===== src/hpq_pkg.sv =====
// Package for the binary heap priority queue: item field widths,
// operation and status codes. No dependencies.
`timescale 1ns / 1ps
`default_nettype none

package hpq_pkg;

  localparam int unsigned URG_W    = 16;
  localparam int unsigned TAG_W    = 16;
  localparam int unsigned STATUS_W = 2;
  localparam int unsigned OCC_W    = 7;

  localparam logic MODE_PUSH = 1'b0;
  localparam logic MODE_POP  = 1'b1;

  localparam logic [STATUS_W-1:0] STATUS_OK    = 2'd0;
  localparam logic [STATUS_W-1:0] STATUS_FULL  = 2'd1;
  localparam logic [STATUS_W-1:0] STATUS_EMPTY = 2'd2;

endpackage

`default_nettype wire


===== src/hpq_ifs.sv =====
// Valid/ready channel interfaces for heap operations and their results.
// Depends on hpq_pkg for field widths.
`timescale 1ns / 1ps
`default_nettype none

interface hpq_in_if import hpq_pkg::*; ();
  logic             valid;
  logic             ready;
  logic             mode;
  logic [URG_W-1:0] urgency;
  logic [TAG_W-1:0] tag;

  modport source (output valid, mode, urgency, tag, input ready);
  modport sink   (input valid, mode, urgency, tag, output ready);
endinterface

interface hpq_out_if import hpq_pkg::*; ();
  logic                valid;
  logic                ready;
  logic [STATUS_W-1:0] status;
  logic [URG_W-1:0]    top_urgency;
  logic [TAG_W-1:0]    top_tag;
  logic [OCC_W-1:0]    occupancy;

  modport source (output valid, status, top_urgency, top_tag, occupancy, input ready);
  modport sink   (input valid, status, top_urgency, top_tag, occupancy, output ready);
endinterface

`default_nettype wire


===== src/binary_heap_priority_queue_unit.sv =====
// Top level of the binary heap priority queue with aging: sequencer,
// entry RAM and shared key unit. Depends on hpq_pkg, hpq_ifs, hpq_ram,
// hpq_key_unit.
//
//   channel  | dir | handshake          | payload
//   in_if    | in  | valid/ready        | mode, urgency, tag
//   out_if   | out | valid/ready        | status, top_urgency, top_tag, occupancy
//   cfg      | in  | cfg_we_i, no wait  | cfg_wdata_i = order_min
//
// A push that is taken, or a pop that leaves entries behind, rebuilds the whole heap
// through the single RAM read port, and such a pop then ages every entry left.
// Refused pushes and empty pops skip the rebuild and go straight to the result.
// The result register holds its item until taken; the next item is accepted
// as soon as the sequencer is idle, and a finished item waits for the result
// register to free. Reset empties the heap; RAM contents are not cleared.
`timescale 1ns / 1ps
`default_nettype none

module binary_heap_priority_queue_unit import hpq_pkg::*; #(
  parameter int unsigned CAPACITY = 64,
  parameter int unsigned KEY_BITS = 16,
  parameter int unsigned TAG_BITS = 16
) (
  input  wire       clk_i,
  input  wire       rst_ni,
  input  wire       cfg_we_i,
  input  wire       cfg_wdata_i,
  hpq_in_if.sink    in_if,
  hpq_out_if.source out_if
);

  localparam int unsigned AW    = $clog2(CAPACITY);
  localparam int unsigned CNT_W = AW + 1;
  localparam int unsigned IW    = CNT_W + 1;
  localparam int unsigned EW    = KEY_BITS + TAG_BITS;

  localparam logic [3:0] ST_IDLE      = 4'd0;
  localparam logic [3:0] ST_POP_ROOT  = 4'd1;
  localparam logic [3:0] ST_POP_LAST  = 4'd2;
  localparam logic [3:0] ST_REB_INIT  = 4'd3;
  localparam logic [3:0] ST_SIFT_RD   = 4'd4;
  localparam logic [3:0] ST_SIFT_CUR  = 4'd5;
  localparam logic [3:0] ST_SIFT_L    = 4'd6;
  localparam logic [3:0] ST_SIFT_R    = 4'd7;
  localparam logic [3:0] ST_SIFT_SWAP = 4'd8;
  localparam logic [3:0] ST_SIFT_WB   = 4'd9;
  localparam logic [3:0] ST_SIFT_END  = 4'd10;
  localparam logic [3:0] ST_AGE_RD    = 4'd11;
  localparam logic [3:0] ST_AGE_WR    = 4'd12;
  localparam logic [3:0] ST_DONE      = 4'd13;

  logic [3:0]          state_q, state_d;
  logic [CNT_W-1:0]    count_q, count_d;
  logic                order_min_q;
  logic [AW-1:0]       outer_q, outer_d;
  logic [AW-1:0]       node_q, node_d;
  logic [AW-1:0]       best_q, best_d;
  logic [KEY_BITS-1:0] best_key_q, best_key_d;
  logic [TAG_BITS-1:0] best_tag_q, best_tag_d;
  logic [KEY_BITS-1:0] cur_key_q, cur_key_d;
  logic [TAG_BITS-1:0] cur_tag_q, cur_tag_d;
  logic [KEY_BITS-1:0] top_key_q, top_key_d;
  logic [TAG_BITS-1:0] top_tag_q, top_tag_d;
  logic [STATUS_W-1:0] status_q, status_d;
  logic                is_pop_q, is_pop_d;

  logic                out_vld_q;
  logic [STATUS_W-1:0] out_status_q;
  logic [URG_W-1:0]    out_urg_q;
  logic [TAG_W-1:0]    out_tag_q;
  logic [OCC_W-1:0]    out_occ_q;
  logic                out_load;

  logic                ram_we;
  logic [AW-1:0]       ram_waddr;
  logic [EW-1:0]       ram_wdata;
  logic [AW-1:0]       ram_raddr;
  logic [EW-1:0]       ram_rdata;
  logic [KEY_BITS-1:0] rd_key;
  logic [TAG_BITS-1:0] rd_tag;

  logic                outranks;
  logic [KEY_BITS-1:0] aged_key;

  logic                accept;
  logic                full;
  logic [CNT_W-1:0]    cnt_m1;
  logic [IW-1:0]       left_w;
  logic [IW-1:0]       right_w;
  logic                left_ok;
  logic                right_ok;
  logic [KEY_BITS+URG_W-1:0] key_in_ext;
  logic [TAG_BITS+TAG_W-1:0] tag_in_ext;
  logic [KEY_BITS+URG_W-1:0] key_out_ext;
  logic [TAG_BITS+TAG_W-1:0] tag_out_ext;
  logic [CNT_W+OCC_W-1:0]    occ_ext;

  hpq_ram #(
    .WIDTH (EW),
    .DEPTH (CAPACITY)
  ) u_entry_ram (
    .clk_i   (clk_i),
    .we_i    (ram_we),
    .waddr_i (ram_waddr),
    .wdata_i (ram_wdata),
    .raddr_i (ram_raddr),
    .rdata_o (ram_rdata)
  );

  assign rd_key = ram_rdata[EW-1:TAG_BITS];
  assign rd_tag = ram_rdata[TAG_BITS-1:0];

  hpq_key_unit #(
    .KEY_BITS (KEY_BITS)
  ) u_key_unit (
    .order_min_i (order_min_q),
    .a_i         (rd_key),
    .b_i         (best_key_q),
    .outranks_o  (outranks),
    .aged_o      (aged_key)
  );

  assign accept     = in_if.valid & in_if.ready;
  assign full       = (count_q == CNT_W'(CAPACITY));
  assign cnt_m1     = count_q - 1'b1;
  assign left_w     = IW'({node_q, 1'b1});
  assign right_w    = left_w + 1'b1;
  assign left_ok    = (left_w < IW'(count_q));
  assign right_ok   = (right_w < IW'(count_q));
  assign key_in_ext = {{KEY_BITS{1'b0}}, in_if.urgency};
  assign tag_in_ext = {{TAG_BITS{1'b0}}, in_if.tag};

  always_comb begin
    state_d    = state_q;
    count_d    = count_q;
    outer_d    = outer_q;
    node_d     = node_q;
    best_d     = best_q;
    best_key_d = best_key_q;
    best_tag_d = best_tag_q;
    cur_key_d  = cur_key_q;
    cur_tag_d  = cur_tag_q;
    top_key_d  = top_key_q;
    top_tag_d  = top_tag_q;
    status_d   = status_q;
    is_pop_d   = is_pop_q;
    ram_we     = 1'b0;
    ram_waddr  = node_q;
    ram_wdata  = ram_rdata;
    ram_raddr  = node_q;
    out_load   = 1'b0;

    unique case (state_q)
      ST_IDLE: begin
        if (accept) begin
          top_key_d = '0;
          top_tag_d = '0;
          status_d  = STATUS_OK;
          is_pop_d  = (in_if.mode == MODE_POP);
          if (in_if.mode == MODE_PUSH) begin
            if (full) begin
              status_d = STATUS_FULL;
              state_d  = ST_DONE;
            end else begin
              ram_we    = 1'b1;
              ram_waddr = count_q[AW-1:0];
              ram_wdata = {key_in_ext[KEY_BITS-1:0], tag_in_ext[TAG_BITS-1:0]};
              count_d   = count_q + 1'b1;
              state_d   = ST_REB_INIT;
            end
          end else begin
            if (count_q == '0) begin
              status_d = STATUS_EMPTY;
              state_d  = ST_DONE;
            end else begin
              ram_raddr = '0;
              state_d   = ST_POP_ROOT;
            end
          end
        end
      end
      ST_POP_ROOT: begin
        top_key_d = rd_key;
        top_tag_d = rd_tag;
        if (count_q == CNT_W'(1)) begin
          count_d = '0;
          state_d = ST_DONE;
        end else begin
          ram_raddr = cnt_m1[AW-1:0];
          state_d   = ST_POP_LAST;
        end
      end
      ST_POP_LAST: begin
        ram_we    = 1'b1;
        ram_waddr = '0;
        ram_wdata = ram_rdata;
        count_d   = cnt_m1;
        state_d   = ST_REB_INIT;
      end
      ST_REB_INIT: begin
        outer_d = cnt_m1[AW:1];
        node_d  = cnt_m1[AW:1];
        state_d = ST_SIFT_RD;
      end
      ST_SIFT_RD: begin
        ram_raddr = node_q;
        state_d   = ST_SIFT_CUR;
      end
      ST_SIFT_CUR: begin
        cur_key_d  = rd_key;
        cur_tag_d  = rd_tag;
        best_key_d = rd_key;
        best_tag_d = rd_tag;
        best_d     = node_q;
        if (left_ok) begin
          ram_raddr = left_w[AW-1:0];
          state_d   = ST_SIFT_L;
        end else begin
          state_d = ST_SIFT_END;
        end
      end
      ST_SIFT_L: begin
        if (outranks) begin
          best_d     = left_w[AW-1:0];
          best_key_d = rd_key;
          best_tag_d = rd_tag;
        end
        if (right_ok) begin
          ram_raddr = right_w[AW-1:0];
          state_d   = ST_SIFT_R;
        end else begin
          state_d = ST_SIFT_SWAP;
        end
      end
      ST_SIFT_R: begin
        if (outranks) begin
          best_d     = right_w[AW-1:0];
          best_key_d = rd_key;
          best_tag_d = rd_tag;
        end
        state_d = ST_SIFT_SWAP;
      end
      ST_SIFT_SWAP: begin
        if (best_q == node_q) begin
          state_d = ST_SIFT_END;
        end else begin
          ram_we    = 1'b1;
          ram_waddr = node_q;
          ram_wdata = {best_key_q, best_tag_q};
          state_d   = ST_SIFT_WB;
        end
      end
      ST_SIFT_WB: begin
        ram_we    = 1'b1;
        ram_waddr = best_q;
        ram_wdata = {cur_key_q, cur_tag_q};
        node_d    = best_q;
        state_d   = ST_SIFT_RD;
      end
      ST_SIFT_END: begin
        if (outer_q == '0) begin
          node_d  = '0;
          state_d = is_pop_q ? ST_AGE_RD : ST_DONE;
        end else begin
          outer_d = outer_q - 1'b1;
          node_d  = outer_q - 1'b1;
          state_d = ST_SIFT_RD;
        end
      end
      ST_AGE_RD: begin
        ram_raddr = node_q;
        state_d   = ST_AGE_WR;
      end
      ST_AGE_WR: begin
        ram_we    = 1'b1;
        ram_waddr = node_q;
        ram_wdata = {aged_key, rd_tag};
        if (CNT_W'(node_q) == cnt_m1) begin
          state_d = ST_DONE;
        end else begin
          node_d  = node_q + 1'b1;
          state_d = ST_AGE_RD;
        end
      end
      ST_DONE: begin
        if (!out_vld_q || out_if.ready) begin
          out_load = 1'b1;
          state_d  = ST_IDLE;
        end
      end
      default: begin
        state_d = ST_IDLE;
      end
    endcase
  end

  always_ff @(posedge clk_i or negedge rst_ni) begin
    if (!rst_ni) begin
      state_q     <= ST_IDLE;
      count_q     <= '0;
      order_min_q <= 1'b0;
      out_vld_q   <= 1'b0;
    end else begin
      state_q <= state_d;
      count_q <= count_d;
      if (cfg_we_i) begin
        order_min_q <= cfg_wdata_i;
      end
      if (out_load) begin
        out_vld_q <= 1'b1;
      end else if (out_if.ready) begin
        out_vld_q <= 1'b0;
      end
    end
  end

  assign key_out_ext = {{URG_W{1'b0}}, top_key_q};
  assign tag_out_ext = {{TAG_W{1'b0}}, top_tag_q};
  assign occ_ext     = {{OCC_W{1'b0}}, count_q};

  always_ff @(posedge clk_i) begin
    outer_q    <= outer_d;
    node_q     <= node_d;
    best_q     <= best_d;
    best_key_q <= best_key_d;
    best_tag_q <= best_tag_d;
    cur_key_q  <= cur_key_d;
    cur_tag_q  <= cur_tag_d;
    top_key_q  <= top_key_d;
    top_tag_q  <= top_tag_d;
    status_q   <= status_d;
    is_pop_q   <= is_pop_d;
    if (out_load) begin
      out_status_q <= status_q;
      out_urg_q    <= key_out_ext[URG_W-1:0];
      out_tag_q    <= tag_out_ext[TAG_W-1:0];
      out_occ_q    <= occ_ext[OCC_W-1:0];
    end
  end

  assign in_if.ready        = (state_q == ST_IDLE);
  assign out_if.valid       = out_vld_q;
  assign out_if.status      = out_status_q;
  assign out_if.top_urgency = out_urg_q;
  assign out_if.top_tag     = out_tag_q;
  assign out_if.occupancy   = out_occ_q;

  a_count_bound: assert property (@(posedge clk_i) disable iff (!rst_ni)
    count_q <= CNT_W'(CAPACITY))
    else $error("entry count above capacity");

  a_full_push_keeps_count: assert property (@(posedge clk_i) disable iff (!rst_ni)
    (accept && in_if.mode == MODE_PUSH && full) |=> $stable(count_q))
    else $error("refused push changed the entry count");

  a_empty_pop_done: assert property (@(posedge clk_i) disable iff (!rst_ni)
    (accept && in_if.mode == MODE_POP && count_q == '0) |=> (state_q == ST_DONE))
    else $error("empty pop did not finish at once");

  a_ram_write_in_range: assert property (@(posedge clk_i) disable iff (!rst_ni)
    ram_we |-> (CNT_W'(ram_waddr) < count_q || state_q == ST_POP_LAST ||
                (state_q == ST_IDLE && CNT_W'(ram_waddr) == count_q)))
    else $error("RAM write beyond held entries");

  a_result_hold: assert property (@(posedge clk_i) disable iff (!rst_ni)
    (out_vld_q && !out_if.ready) |=> (out_vld_q && $stable(out_status_q)))
    else $error("stalled result dropped or changed");

endmodule

`default_nettype wire


===== src/hpq_ram.sv =====
// Generic single-write, single-read RAM with registered read data.
// No dependencies.
`timescale 1ns / 1ps
`default_nettype none

module hpq_ram #(
  parameter int unsigned WIDTH = 32,
  parameter int unsigned DEPTH = 64
) (
  input  wire                       clk_i,
  input  wire                       we_i,
  input  wire  [$clog2(DEPTH)-1:0]  waddr_i,
  input  wire  [WIDTH-1:0]          wdata_i,
  input  wire  [$clog2(DEPTH)-1:0]  raddr_i,
  output logic [WIDTH-1:0]          rdata_o
);

  logic [WIDTH-1:0] mem_q [DEPTH];
  logic [WIDTH-1:0] rdata_q;

  always_ff @(posedge clk_i) begin
    if (we_i) begin
      mem_q[waddr_i] <= wdata_i;
    end
    rdata_q <= mem_q[raddr_i];
  end

  assign rdata_o = rdata_q;

endmodule

`default_nettype wire


===== src/hpq_key_unit.sv =====
// Shared key unit: heap-order compare of two keys and the saturating
// aging step of the first key. No dependencies.
`timescale 1ns / 1ps
`default_nettype none

module hpq_key_unit #(
  parameter int unsigned KEY_BITS = 16
) (
  input  wire                 order_min_i,
  input  wire  [KEY_BITS-1:0] a_i,
  input  wire  [KEY_BITS-1:0] b_i,
  output logic                outranks_o,
  output logic [KEY_BITS-1:0] aged_o
);

  always_comb begin
    if (order_min_i) begin
      outranks_o = (a_i < b_i);
      aged_o     = (a_i != '0) ? a_i - 1'b1 : a_i;
    end else begin
      outranks_o = (a_i > b_i);
      aged_o     = (a_i != '1) ? a_i + 1'b1 : a_i;
    end
  end

endmodule

`default_nettype wire

===== src/flat_wrapper.sv =====
// flat-port wrapper written by rule: the top's interface ports become plain ports
module binary_heap_priority_queue_unit_flat import hpq_pkg::*;
#(
  parameter int unsigned CAPACITY = 64,
  parameter int unsigned KEY_BITS = 16,
  parameter int unsigned TAG_BITS = 16
)
  (clk_i, rst_ni, cfg_we_i, cfg_wdata_i, in_if_valid, in_if_mode, in_if_urgency, in_if_tag, in_if_ready, out_if_valid, out_if_status, out_if_top_urgency, out_if_top_tag, out_if_occupancy, out_if_ready);
  hpq_in_if in_if_i ();
  hpq_out_if out_if_i ();
  input  wire clk_i;
  input  wire rst_ni;
  input  wire cfg_we_i;
  input  wire cfg_wdata_i;
  input wire logic [$bits(in_if_i.valid)-1:0] in_if_valid;
  input wire logic [$bits(in_if_i.mode)-1:0] in_if_mode;
  input wire logic [$bits(in_if_i.urgency)-1:0] in_if_urgency;
  input wire logic [$bits(in_if_i.tag)-1:0] in_if_tag;
  output wire logic [$bits(in_if_i.ready)-1:0] in_if_ready;
  output wire logic [$bits(out_if_i.valid)-1:0] out_if_valid;
  output wire logic [$bits(out_if_i.status)-1:0] out_if_status;
  output wire logic [$bits(out_if_i.top_urgency)-1:0] out_if_top_urgency;
  output wire logic [$bits(out_if_i.top_tag)-1:0] out_if_top_tag;
  output wire logic [$bits(out_if_i.occupancy)-1:0] out_if_occupancy;
  input wire logic [$bits(out_if_i.ready)-1:0] out_if_ready;
  assign in_if_i.valid = in_if_valid;
  assign in_if_i.mode = in_if_mode;
  assign in_if_i.urgency = in_if_urgency;
  assign in_if_i.tag = in_if_tag;
  assign in_if_ready = in_if_i.ready;
  assign out_if_valid = out_if_i.valid;
  assign out_if_status = out_if_i.status;
  assign out_if_top_urgency = out_if_i.top_urgency;
  assign out_if_top_tag = out_if_i.top_tag;
  assign out_if_occupancy = out_if_i.occupancy;
  assign out_if_i.ready = out_if_ready;
  binary_heap_priority_queue_unit #(.CAPACITY(CAPACITY), .KEY_BITS(KEY_BITS), .TAG_BITS(TAG_BITS)) u_core (.clk_i(clk_i), .rst_ni(rst_ni), .cfg_we_i(cfg_we_i), .cfg_wdata_i(cfg_wdata_i), .in_if(in_if_i), .out_if(out_if_i));
endmodule

===== config.mk =====
export PLATFORM = sky130hd
export DESIGN_NAME = binary_heap_priority_queue_unit_flat
export DESIGN_NICKNAME = d
export VERILOG_FILES = /design/src/hpq_pkg.sv /design/src/hpq_ifs.sv /design/src/binary_heap_priority_queue_unit.sv /design/src/hpq_ram.sv /design/src/hpq_key_unit.sv /design/src/flat_wrapper.sv
export SDC_FILE = /design/constraint.sdc
export NUM_CORES = 2
export LEC_CHECK = 0
export ABC_AREA = 1
export CORE_MARGIN = 2
export CORE_UTILIZATION = 30
export DETAILED_ROUTE_END_ITERATION = 7
export DONT_BUFFER_PORTS = 1
export PLACE_DENSITY = 0.51
export SYNTH_ARGS = -nofsm -noshare
export SYNTH_HDL_FRONTEND = slang
export SYNTH_SLANG_ARGS = --single-unit

===== constraint.sdc =====
create_clock -name clk_i -period 16.1 [get_ports clk_i]
set_input_delay 1.61 -clock clk_i [delete_from_list [all_inputs] [get_ports clk_i]]
set_output_delay 1.61 -clock clk_i [all_outputs]
set_load 0.005 [all_outputs]

== After elaboration in Yosys (flattened, before gate mapping) ==
Memory sizes are Yosys's and may differ from the RTL's. A register that Yosys moved wholly into a read port is not among the register bits.
Cells that the tools add are included.

* Memories: 1
* Register bits after elaboration: 171
* Bits in writable memories: 2048
* Output and inout bits: 43
* Bits of input ports: 39

* Reductions and logical operators: 24
* Eq/ne operators: 28
* Bitwise logic cells: 1
* Muxes and demuxes: 67
* Add/sub/neg operators: 7
* Order comparisons: 4

{| class="wikitable"
|+ Memories
! memory !! depth !! bits a word !! rd ports !! clocked after memory_dff !! wr ports !! line !! RTL
|-
| u_core.u_entry_ram.mem_q || 64 || 32 || 1 || 1 || 1 || hpq_ram.sv:18 || <nowiki>logic [WIDTH-1:0] mem_q [DEPTH];</nowiki>
|}

{| class="wikitable"
|+ Operators by type and width
! cell !! count
|-
| two-way mux 32 bit || 4
|-
| case mux 16 bit (2 select lines) || 4
|-
| case mux 32 bit (4 select lines) || 1
|-
| two-way mux 16 bit || 6
|-
| two-way mux 6 bit || 14
|-
| case mux 4 bit (13 select lines) || 1
|-
| case mux 6 bit (4 select lines) || 2
|-
| two-way mux 4 bit || 9
|-
| case mux 6 bit (3 select lines) || 2
|-
| two-way mux 7 bit || 4
|-
| equality test 4 bit, second input constant || 6
|-
| case mux 7 bit (3 select lines) || 1
|-
| adder 16 x 1 -> 16 bit, second input constant || 1
|-
| equality test 4 x 3 -> 1 bit, second input constant || 4
|-
| > comparator 16 bit || 1
|-
| < comparator 16 bit || 1
|-
| inequality test 16 bit, second input constant || 1
|-
| nonzero test 16 bit || 1
|-
| subtractor 16 x 1 -> 16 bit, second input constant || 1
|-
| two-way mux 1 bit || 12
|-
| case mux 6 bit (2 select lines) || 1
|-
| AND reduction 2 bit || 6
|-
| inequality test 2 x 1 -> 1 bit, second input constant || 5
|-
| inequality test 2 bit, second input constant || 5
|-
| other kinds (29) || 38
|}

== Longest topological paths before layout ==
* Depth after elaboration: 7
* Gate-level depth with buffers: 28

== By module ==
A second synthesis with hierarchy kept.

* Cells, all modules: 7966
* Area, all modules: 93011.7 sq um

{| class="wikitable"
|+ Modules (own cells, without submodules)
! module !! instances !! cells an instance !! area an instance (sq um)
|-
| hpq_ram || 1 || 6769 || 82755.6
|-
| binary_heap_priority_queue_unit || 1 || 891 || 8659.6
|-
| hpq_key_unit || 1 || 306 || 1596.5
|}

== Least setup slack after synthesis ==
Ideal clock, no wire load.

* Path kind: input port to flip-flop
* Start: input port in_if_valid
* End: memory u_core.u_entry_ram.mem_q[32][0] (enable)
* Arrival time: 5.926 ns
* Setup slack: 9.673 ns
* Stages: 12
* Library setup time: 0.501 ns
* Cell sequence: inv_1 -> nor2_2 -> nand2_2 -> nand2_1 -> inv_2 -> nor2_4 -> inv_2 -> a21oi_2 -> inv_2 -> nor2_1 -> nand3_2 -> nor4_1

* Cells in the longest elaborated chain, start to end: 5

{| class="wikitable"
|+ RTL lines
! element !! line !! RTL
|-
| start, declared || flat_wrapper.sv:15 || <nowiki>input wire logic [$bits(in_if_i.valid)-1:0] in_if_valid;</nowiki>
|-
| AND 1 bit * || binary_heap_priority_queue_unit.sv:123 || <nowiki>assign accept = in_if.valid & in_if.ready;</nowiki>
|-
| two-way mux 1 bit || binary_heap_priority_queue_unit.sv:155 || <nowiki>if (accept) begin</nowiki>
|-
| case mux 1 bit (3 select lines) || binary_heap_priority_queue_unit.sv:153 || <nowiki>unique case (state_q)</nowiki>
|-
| two-way mux 1 bit || hpq_ram.sv:22 || <nowiki>if (we_i) begin</nowiki>
|-
| two-way mux 1 bit (implied by the code) || hpq_ram.sv:23 || <nowiki>mem_q[waddr_i] <= wdata_i;</nowiki>
|-
| end, declared || hpq_ram.sv:18 ||
|}

Mark *: on every way between the ends. The rest lies on a longest branch, timed or not.

== Worst setup path in the final report ==
* Start: register u_core.node_q[0]
* End: register u_core.u_entry_ram.rdata_q[14] (netlist: u_core.u_entry_ram.rdata_o[14]) (read register of u_core.u_entry_ram.mem_q)

* Cells in the longest elaborated chain, start to end: 4

{| class="wikitable"
|+ RTL lines
! element !! line !! RTL
|-
| start, declared || binary_heap_priority_queue_unit.sv:56 || <nowiki>logic [AW-1:0] node_q, node_d;</nowiki>
|-
| start signal, assigned || binary_heap_priority_queue_unit.sv:323 || <nowiki>node_q <= node_d;</nowiki>
|-
| adder 7 x 1 -> 8 bit or two-way mux 6 bit (tied branches) || binary_heap_priority_queue_unit.sv:127, binary_heap_priority_queue_unit.sv:172 ||
|-
| < comparator 8 x 7 -> 1 bit or two-way mux 6 bit (tied branches) || binary_heap_priority_queue_unit.sv:129, binary_heap_priority_queue_unit.sv:160 ||
|-
| two-way mux 6 bit (on tied branches) || binary_heap_priority_queue_unit.sv:228, binary_heap_priority_queue_unit.sv:155 ||
|-
| case mux 6 bit (4 select lines) * || binary_heap_priority_queue_unit.sv:153 ||
|-
| end, declared || hpq_ram.sv:19 || <nowiki>logic [WIDTH-1:0] rdata_q;</nowiki>
|}

Marks and branches as above.
A chain may end at the register's enable or synchronous reset.

==> reports/qor.csv <==
metric,value,unit
via/cell ratio,5.328,
DRT iter0 DRCs,7589,
All-Layer GR Usage,18.16,%
Die X,564.1,um
die area,318200,sq um
Die Span Y,564.1,um
arrival time worst endpoint,7480,ps
clk_skew,47.72,ps
Post-synth ARST share,0.5775,%
"count leader, synth",nand3_1,
DRT Wirelength,296200,um
DRC Markers,0,
number of flops mapped to enable cells by yosys,2206,
share of the synthesized area in the top cell type,70.38,%
clk slew on worst S/H paths,70,ps
CTS tree,yes,
commonest cells in the netlist,"nand3_1 (2983), edfxtp_1 (2206), nand2_1 (1397)",
H-Tree Depth,4,
largest net degree at the start of global routing,199,
root buf cell,clkbuf_16,
startpoint class of the critical path,flop,
WHS,403.2,ps
wire length of the first global-routing pass,432500,um
violations in the final reports,antenna violations,
row cnt,205,
First-pass DRT Iterations,8,
Nets,7804,
HP Class,input pin to async pin,
initial core utilization,30.18,%
Placed Cells,11635,
WL/cell,24.53,um
Final setup viols,0,
aggregate global routing overflow,0,
Finished Layout Cells,12075,
Crit Path Max Fanout,122,
via count,64335,
Sink Count,2251,
setup repair bufs after CTS,0,
CTS max path bufs,3,
status,finished with violations,
Final Hold Vio Count,0,
vias in the first global route,61734,
number of synthesized register bits,2251,
ratio of cells with drive above 1 in the final layout,8.084,%
Max-slew headroom,16.40,%
Post-Syn Instances,7909,
Final ANT Viol Nets,1,
setup TNS,0,ps
mapped cell area,94120,sq um
IO Count,82,
yosys synthesis warning count,0,
initial antenna violation count,12,
Area contributors post-synth,"edfxtp_1 (70%), nand3_1 (16%), nand2_1 (5.6%)",
post-layout min period,6745,ps
required time of the critical path,16840,ps
count of input and output buffers,0,
Yosys cell types,46,
final RePlAce weighted congestion,0.8545,
part of the cycle the worst path needs,41.90,%
RSZ-0062 raised after global routing,no,
WS Path Type,flop to flop,
syn_area_per_cell,11.90,sq um
hold_buf cts,0,
Num CTS Buffers,232,
core area,311900,sq um
register area share after synthesis,71.41,%
PostCTS Resize Cnt,0,
dpl hpwl,151600,um
Main synth FF type,edfxtp_1,
leading area contributor after synthesis,edfxtp_1,
Worst setup EP type,flop,
syn_nets,7984,
total of max-cap violations,0,
pins over their slew limit,0,
Area Growth Syn to Fin,13.13,%
fin util,34.14,%
Worst Max-Slew Pin Slew,1254,ps
worst skew pair latency,900,ps
Highest Clock Rate,0.1483,GHz
registers in the layout, summed over array words and instances (netlist names):
name	flops
u_core.out_if.status	2
u_core.u_entry_ram.mem_q	2048
u_core.best_tag_q	16
u_core.order_min_q	1
u_core.node_q	6
u_core.cur_tag_q	16
u_core.top_key_q	16
u_core.outer_q	6
u_core.top_tag_q	16
u_core.state_q	4
u_core.u_entry_ram.rdata_o	32
u_core.best_q	6
u_core.status_q	2
u_core.count_q	7
u_core.best_key_q	16
u_core.out_if.valid	1
u_core.out_if.top_tag	16
u_core.cur_key_q	16
u_core.out_if.occupancy	7
u_core.out_if.top_urgency	16
u_core.is_pop_q	1
metal layers:
layer / share of wire (%) / vias to the layer above / wire, um / global-route usage (%)
met1: 44 / 32482 / 129500 / 25.71
li1: - / 28656 / - / -
met2: 46 / 2782 / 136500 / 28.93
met4: 2.3 / 6 / 6690 / 4.779
met5: 0.012 / - / 37 / 0
met3: 7.9 / 409 / 23500 / 2.840
worst paths after layout:
check	slack, ps	startpoint	endpoint	depth (start not counted)
max in group asynchronous	15620	rst_ni	u_core.count_q[0]	0
max	9350	u_core.node_q[0]	u_core.u_entry_ram.rdata_o[14]	23
min reg2reg	420	u_core.top_key_q[9]	u_core.out_if.top_urgency[9]	0
min	400	rst_ni	u_core.state_q[1]	0
min in group clk_i	420	u_core.top_key_q[9]	u_core.out_if.top_urgency[9]	0
max reg2reg	9350	u_core.node_q[0]	u_core.u_entry_ram.rdata_o[14]	23
cell type report:
type	instances	area (sq um)
antenna	6	15.01
clock buffer	321	6324
clock inverter	113	1261
fill	30741	205400
inverter	164	629.4
multi-input combinational	4911	24450
sequential	2251	67210
tap	4140	5180
timing repair buffer	169	1406
logic make-up after synthesis:
kind of cell | after synthesis | synth area share (%)
buf+inv | 747 | 3.732
fa+ha+maj | 36 | 0.4786
flops | 2251 | 71.41
simple gates | 4640 | 22.69
xor+xnor | 19 | 0.1768
compound gates | 216 | 1.512
per-stage QoR:
stage	setup slack [ps]	instance area (sq um)
finish	9355	106500
global route	8896	106500
CTS	9446	106500
detailed placement	9499	98870
global placement	9480	98870
floorplan	9673	94120
worst max-delay path: stages (launching register included):
cell	delay, ps
edfxtp_1	630
ha_1	290
nand3_1	130
xor2_1	350
ha_1	320
nand2_1	70
nand2_1	50
nand2_1	60
nand2_1	60
nor2_1	160
nand3_1	170
nor2_1	120
nor2_1	80
nand3_4	690
buf_4	800
buf_12	630
buf_4	790
nand3_1	150
nand3_1	140
nand3_1	130
nand3_1	110
nand2_1	100
nand2_1	190
nand2_1	130
layout by cell type (no fill, tap or decap), types with 7 or more instances in the layout:
master / synthesis / layout
dfxtp_1: 32 / 32
nand4_1: 20 / 20
xor2_1: 18 / 18
clkbuf_16: 0 / 235
nor2_1: 186 / 126
o22ai_1: 8 / 8
clkinv_1: 3 / 45
a31oi_1: 7 / 7
a21oi_1: 43 / 43
clkbuf_1: 143 / 74
edfxtp_1: 2206 / 2206
nand2_1: 1397 / 1397
buf_12: 0 / 11
nor3_1: 19 / 15
a22oi_1: 21 / 19
inv_1: 142 / 140
o21ai_0: 56 / 53
o2111ai_4: 0 / 26
inv_2: 19 / 18
clkinv_2: 0 / 34
nor2_4: 5 / 66
ha_1: 36 / 36
bufinv_16: 0 / 23
clkbuf_8: 0 / 12
nand3_1: 2983 / 2983
o211ai_1: 13 / 13
dfrtp_1: 13 / 13
a221oi_1: 11 / 11
buf_4: 62 / 158
a211oi_1: 10 / 10
Power is not shown: default switching activity piles up to over one toggle a cycle in this logic, so the estimate is an artifact.
